[config.mk]
export PLATFORM = sky130hd
export DESIGN_NAME = rk4s_ctrl
export DESIGN_NICKNAME = d
export VERILOG_FILES = /design/src/sv/rk4s_pkg.sv /design/src/sv/rk4s_ctrl.sv
export SDC_FILE = /design/constraint.sdc
export NUM_CORES = 1
export LEC_CHECK = 0
export ABC_AREA = 1
export BUFFER_PORTS_ARGS = -buffer_cell sky130_fd_sc_hd__clkbuf_2
export CAP_MARGIN = 20
export CORE_MARGIN = 1
export CORE_UTILIZATION = 30
export CTS_CLUSTER_DIAMETER = 80
export DETAILED_ROUTE_END_ITERATION = 7
export SYNTH_ARGS = -nofsm -noshare
export SYNTH_HDL_FRONTEND = slang
export SYNTH_SLANG_ARGS = --single-unit
[constraint.sdc]
create_clock -name aclk -period 1.8 [get_ports aclk]
set_clock_uncertainty 0.15 [all_clocks]
set_input_delay 0.36 -clock aclk [delete_from_list [all_inputs] [get_ports aclk]]
set_output_delay 0.36 -clock aclk [all_outputs]
set_load 0.02 [all_outputs]
[src/sv/rk4s_pkg.sv]
// Package for the RK4 second-order ODE stepper: widths, types, commands and arithmetic helpers.
package rk4s_pkg;

    localparam int DATA_W    = 32;
    localparam int FRAC_BITS = 24;
    localparam int STEP_W    = 25;
    localparam int CNT_W     = 7;
    localparam int PROD_W    = 2 * DATA_W;
    localparam int ACC_W     = DATA_W + 4;
    localparam int QUO_W     = DATA_W + 1;
    // divide by 6 as a multiply by (4^18 - 1) / 3 built from shifted adds, then >> 36
    localparam int REC_W     = 70;
    localparam int REC_SH    = 36;
    localparam int DIVC_W    = 3;

    localparam logic [CNT_W-1:0]  MAX_STEPS  = CNT_W'(64);
    localparam logic [STEP_W-1:0] STEP_RESET = STEP_W'(1677722);
    localparam logic [DIVC_W-1:0] DIV_LAST   = DIVC_W'(4);
    localparam logic [1:0]        STAGE_LAST = 2'd3;

    typedef struct packed {
        logic signed [DATA_W-1:0] x_start;
        logic signed [DATA_W-1:0] y_start;
        logic signed [DATA_W-1:0] slope_start;
        logic [CNT_W-1:0]         step_count;
    } in_item_t;

    typedef struct packed {
        logic signed [DATA_W-1:0] x_now;
        logic signed [DATA_W-1:0] y_value;
        logic signed [DATA_W-1:0] slope_value;
        logic                     last_step;
    } out_item_t;

    typedef enum logic [3:0] {
        ST_IDLE, ST_PREP, ST_MUL_KY, ST_WB_KY, ST_MUL_F, ST_WB_F,
        ST_MUL_KS, ST_WB_KS, ST_UPD, ST_DIV_INIT, ST_DIV, ST_EMIT
    } ctrl_state_t;

    typedef enum logic [3:0] {
        OP_NONE, OP_LOAD, OP_PREP, OP_MUL_KY, OP_WB_KY, OP_MUL_F, OP_WB_F,
        OP_MUL_KS, OP_WB_KS, OP_UPD, OP_DIV_INIT, OP_DIV, OP_COMMIT
    } dp_op_t;

    typedef struct packed {
        dp_op_t              op;
        logic [1:0]          stage;
        logic [DIVC_W-1:0]   div_step;
        logic                last;
    } dp_cmd_t;

    typedef struct packed {
        logic out_full;
    } dp_status_t;

    function automatic logic signed [DATA_W-1:0] sat_add(input logic signed [DATA_W-1:0] a,
                                                        input logic signed [DATA_W-1:0] b);
        logic signed [DATA_W:0] sum;
        sum = {a[DATA_W-1], a} + {b[DATA_W-1], b};
        if (sum[DATA_W] != sum[DATA_W-1]) begin
            sat_add = sum[DATA_W] ? {1'b1, {(DATA_W-1){1'b0}}} : {1'b0, {(DATA_W-1){1'b1}}};
        end else begin
            sat_add = sum[DATA_W-1:0];
        end
    endfunction

    // round to nearest (ties up), drop fraction bits, clamp to 32 bits
    function automatic logic signed [DATA_W-1:0] rnd_sat(input logic signed [PROD_W-1:0] p);
        logic signed [PROD_W-1:0] r;
        logic signed [PROD_W-1:0] sh;
        r  = p + (PROD_W'(1) <<< (FRAC_BITS - 1));
        sh = r >>> FRAC_BITS;
        if (sh > $signed({{(PROD_W-DATA_W+1){1'b0}}, {(DATA_W-1){1'b1}}})) begin
            rnd_sat = {1'b0, {(DATA_W-1){1'b1}}};
        end else if (sh < $signed({{(PROD_W-DATA_W+1){1'b1}}, {(DATA_W-1){1'b0}}})) begin
            rnd_sat = {1'b1, {(DATA_W-1){1'b0}}};
        end else begin
            rnd_sat = sh[DATA_W-1:0];
        end
    endfunction

endpackage

[src/sv/rk4s_ctrl.sv]
// Sequencer for the RK4 stepper: stage, divider and step counting, handshakes.
module rk4s_ctrl (
    input  logic                       aclk,
    input  logic                       aresetn,
    input  logic                       s_valid,
    output logic                       s_ready,
    input  logic [rk4s_pkg::CNT_W-1:0] step_count,
    input  logic                       m_ready,
    input  rk4s_pkg::dp_status_t       status,
    output rk4s_pkg::dp_cmd_t          cmd
);

    rk4s_pkg::ctrl_state_t             state_reg, state_next;
    logic [1:0]                        stage_reg, stage_next;
    logic [rk4s_pkg::DIVC_W-1:0]       div_cnt_reg, div_cnt_next;
    logic [rk4s_pkg::CNT_W-1:0]        steps_left_reg, steps_left_next;

    always_ff @(posedge aclk) begin
        if (!aresetn) begin
            state_reg      <= rk4s_pkg::ST_IDLE;
            stage_reg      <= 2'd0;
            div_cnt_reg    <= '0;
            steps_left_reg <= '0;
        end else begin
            state_reg      <= state_next;
            stage_reg      <= stage_next;
            div_cnt_reg    <= div_cnt_next;
            steps_left_reg <= steps_left_next;
        end
    end

    always_comb begin
        state_next      = state_reg;
        stage_next      = stage_reg;
        div_cnt_next    = div_cnt_reg;
        steps_left_next = steps_left_reg;
        s_ready         = 1'b0;
        cmd.op          = rk4s_pkg::OP_NONE;
        cmd.stage       = stage_reg;
        cmd.div_step    = div_cnt_reg;
        cmd.last        = (steps_left_reg == rk4s_pkg::CNT_W'(1));
        unique case (state_reg)
            rk4s_pkg::ST_IDLE: begin
                s_ready = 1'b1;
                if (s_valid) begin
                    cmd.op = rk4s_pkg::OP_LOAD;
                    steps_left_next = (step_count > rk4s_pkg::MAX_STEPS) ?
                                      rk4s_pkg::MAX_STEPS : step_count;
                    // a zero count loads the start point and emits nothing
                    state_next = (step_count == '0) ? rk4s_pkg::ST_IDLE : rk4s_pkg::ST_PREP;
                end
            end
            rk4s_pkg::ST_PREP: begin
                cmd.op     = rk4s_pkg::OP_PREP;
                stage_next = 2'd0;
                state_next = rk4s_pkg::ST_MUL_KY;
            end
            rk4s_pkg::ST_MUL_KY: begin
                cmd.op     = rk4s_pkg::OP_MUL_KY;
                state_next = rk4s_pkg::ST_WB_KY;
            end
            rk4s_pkg::ST_WB_KY: begin
                cmd.op     = rk4s_pkg::OP_WB_KY;
                state_next = rk4s_pkg::ST_MUL_F;
            end
            rk4s_pkg::ST_MUL_F: begin
                cmd.op     = rk4s_pkg::OP_MUL_F;
                state_next = rk4s_pkg::ST_WB_F;
            end
            rk4s_pkg::ST_WB_F: begin
                cmd.op     = rk4s_pkg::OP_WB_F;
                state_next = rk4s_pkg::ST_MUL_KS;
            end
            rk4s_pkg::ST_MUL_KS: begin
                cmd.op     = rk4s_pkg::OP_MUL_KS;
                state_next = rk4s_pkg::ST_WB_KS;
            end
            rk4s_pkg::ST_WB_KS: begin
                cmd.op     = rk4s_pkg::OP_WB_KS;
                state_next = rk4s_pkg::ST_UPD;
            end
            rk4s_pkg::ST_UPD: begin
                cmd.op = rk4s_pkg::OP_UPD;
                if (stage_reg == rk4s_pkg::STAGE_LAST) begin
                    state_next = rk4s_pkg::ST_DIV_INIT;
                end else begin
                    stage_next = stage_reg + 2'd1;
                    state_next = rk4s_pkg::ST_MUL_KY;
                end
            end
            rk4s_pkg::ST_DIV_INIT: begin
                cmd.op       = rk4s_pkg::OP_DIV_INIT;
                div_cnt_next = '0;
                state_next   = rk4s_pkg::ST_DIV;
            end
            rk4s_pkg::ST_DIV: begin
                cmd.op = rk4s_pkg::OP_DIV;
                if (div_cnt_reg == rk4s_pkg::DIV_LAST) begin
                    state_next = rk4s_pkg::ST_EMIT;
                end else begin
                    div_cnt_next = div_cnt_reg + rk4s_pkg::DIVC_W'(1);
                end
            end
            rk4s_pkg::ST_EMIT: begin
                // commit only when the output register is free or being drained
                if (!status.out_full || m_ready) begin
                    cmd.op          = rk4s_pkg::OP_COMMIT;
                    steps_left_next = steps_left_reg - rk4s_pkg::CNT_W'(1);
                    state_next      = (steps_left_reg == rk4s_pkg::CNT_W'(1)) ?
                                      rk4s_pkg::ST_IDLE : rk4s_pkg::ST_PREP;
                end
            end
            default: begin
                state_next = rk4s_pkg::ST_IDLE;
            end
        endcase
    end

    a_steps_bound: assert property (@(posedge aclk) disable iff (!aresetn)
        steps_left_reg <= rk4s_pkg::MAX_STEPS)
        else $error("step counter above limit");

    a_idle_empty: assert property (@(posedge aclk) disable iff (!aresetn)
        state_reg == rk4s_pkg::ST_IDLE |-> steps_left_reg == '0)
        else $error("idle with steps pending");

    a_commit_steps: assert property (@(posedge aclk) disable iff (!aresetn)
        cmd.op == rk4s_pkg::OP_COMMIT |-> steps_left_reg != '0)
        else $error("commit without a pending step");

endmodule

==> results.md <==
- Status: complete, no violations
- Pre-CTS setup slack: about 220 ps
- Die ar.: 3930 µm²
- Antenna violations before repair: 0
- Num CTS Buffers: 3
- Number of fillers in the final layout: 371
- Top cell type's share of synthesized area: 0.290
- Clock latency on the worst-skew pair: 260 ps
- DRC Markers: 0
- TritonRoute pass-1 iters: 4
- Rows: 21
- Largest net degree at the start of global routing: 12
- Syn Std Cell Area: 1100 µm²
- Cell count after synthesis: 177
- Internal: 0.679 mW
- Hold/Removal Path Class: input pin to register
- TritonCTS clock tree: yes
- Yosys cell types: 22
- Worst vdd ir: 0.000239 V
- Sequential Power Share: 0.391
- Global placer's final weighted congestion: 0.857
- # diodes: 0
- Yosys reg bits: 16
- Fin crit period: 1750 ps
- Max_cap viols: 0
- First-pass GRT wire length: around 4500 µm
- IO Pins: 23
- Tcrit/Tclk final: 0.974
- Max reg flops: 7
- Area Growth Syn to Fin: 21.2%
- Core Area: 3440 µm²
- Warnings, synthesis: 0
- Logic pwr share: 0.348
- Final Cell Area: about 1300 µm²
- Crit-path max FO: 5
- Power, Total: approximately 1.1 mW
- TNS Setup: 0 ps
- Initial core utilization: 0.321
- Rel. slew slack: 0.787
- Least-Margin Pin Slew: around 320 ps
- CTS H-tree lvls: 1
- Most frequent cells in the layout: nand2_1, inv_1, nor2_1, clkbuf_2, nand3_1
- Clk pin slew, worst setup/hold paths: 70 ps
- Critical path class: register to output pin
- Routed wire per std cell: 11.1 µm
- Syn nets: 194
- Fin Hold WS: 269 ps
- GRT Total Usage: 0.146
- Total net switching power: 0.429 mW
- Sink Count: 16
- Vias per cell: 4.81
- Worst Setup End Kind: output pin
- Worst path arrival time: 1240 ps
- Layout Nets: 221
- Setup crit start kind: register
- Clk pwr share: 0.261
- Drt first-iter violations: 36
- Most common cell after layout, fill and taps aside: nand2_1
- Slew Viols, Final: 0
- Root Buffer: clkbuf_8
- Top post-synthesis cells by area: dfxtp_1, nand2_1, inv_1, nand3_1, o21ai_0
- Post-placement cell count: approximately 240
- Buffers on Ports: 22
- Die width: 62.7 µm
- Final core utilization: 0.389
- Placement Cell Area: 1270 µm²
- Max Fclk: 571 MHz
- Final-report hold violation count: 0
- Die Y-Extent: 62.7 µm
- Leak pwr: about 0.69 nW
- Maximum buffer depth of the clock tree: 2
- Global route total overflow: 0
- Post-synth top area cell: dfxtp_1
- Vias in the first global route: about 1000
- Setup ws final: 47.3 ps
- Final Non-Filler Cells: 248
- Wirelength, routed: 2750 µm
- RSZ-0062 raised after global routing: yes
- CP required: 1290 ps
- DR vias: between 1000 and 1500
- Post-DP HPWL: 2090 µm
- Syn Area/Cell: ~6.2 µm²
- Antenna Nets Post-Route: 0
- Share of layout cells above drive strength 1: 0.243
- PD cells: 827 nW/µm²
- Register area share after synthesis: 0.290
- Switching share of power: 0.387
- Final setup violation count: 0
-- cells by family (layout without fill, tap and decap cells) --
family / count (synthesis) / count (layout) / share of synthesized area
DFF: 16 / 16 / 0.290
AOI/OAI and AO/OA: 33 / 33 / 0.159
adders and majority gates: 5 / 5 / 0.0566
and+or+nand+nor: 96 / 96 / 0.398
xor gates and xnor gates: 1 / 1 / 0.00793
buffers and inverters: 26 / 51 / 0.0895
-- repair_timing --
item	4_1_cts	5_1_grt
setup buffers	0	1
cloned	0	0
gates resized for setup	5	9
setup endpoints to repair	2	5
pin swaps	0	1
hold buffers	0	0
-- worst paths after layout --
check,slack [ps],depth (start not counted),from,endpoint
setup / recovery,50,4,state_reg[2],cmd[6]
hold reg to reg,350,2,steps_left_reg[6],steps_left_reg[6]
hold / removal,270,3,step_count[1],steps_left_reg[1]
setup reg to reg,250,9,state_reg[2],steps_left_reg[5]
-- worst max-delay path: stages (launching register included) --
cell and delay, ps:
dfxtp_2 360, inv_4 80, nand2_1 60, o311a_2 330, buf_2 160
-- synth_stat cells --
cell,count
nand2_1,44
o21ai_0,16
a21oi_1,14
inv_2,3
nor2_1,21
nor2_4,1
ha_1,5
dfxtp_1,16
o311a_2,1
o211ai_1,1
a31oi_1,1
nor3_2,1
and3_1,1
nand2_2,3
nor2_2,4
buf_2,1
nand4_1,1
inv_1,22
nand3_1,16
xor2_1,1
nand3b_1,2
nand2_4,2
-- per-layer routing --
| layer | global-route usage | up-vias | wire length, µm |
|---|---|---|---|
| li1 | - | 624 | - |
| met1 | 0.194 | 540 | 1390 |
| met2 | 0.228 | 25 | 1220 |
| met3 | 0.0146 | 3 | 105 |
| met4 | 0.0872 | 0 | 40 |
| met5 | 0 | - | 0 |
-- power by group through the flow --
stage          Combinational, mW  Clock (mW)  Sequential, mW
2_1_floorplan              0.271           0           0.440
3_3_place_gp               0.382           0           0.436
3_5_place_dp               0.380           0           0.436
4_1_cts                    0.383       0.296           0.430
5_1_grt                    0.438       0.310           0.439
6_report                   0.385       0.289           0.434
-- cell type report --
cell class	count	area, µm²	area share
Inverter	25	96.3	0.0720
Clock buffer	3	41.3	0.0308
Tap cell	46	57.6	0.0430
Multi-Input combinational cell	135	697	0.521
Sequential cell	16	327	0.244
Timing Repair Buffer	23	120	0.0897
Note: power is estimated with default switching activity, not from simulation.
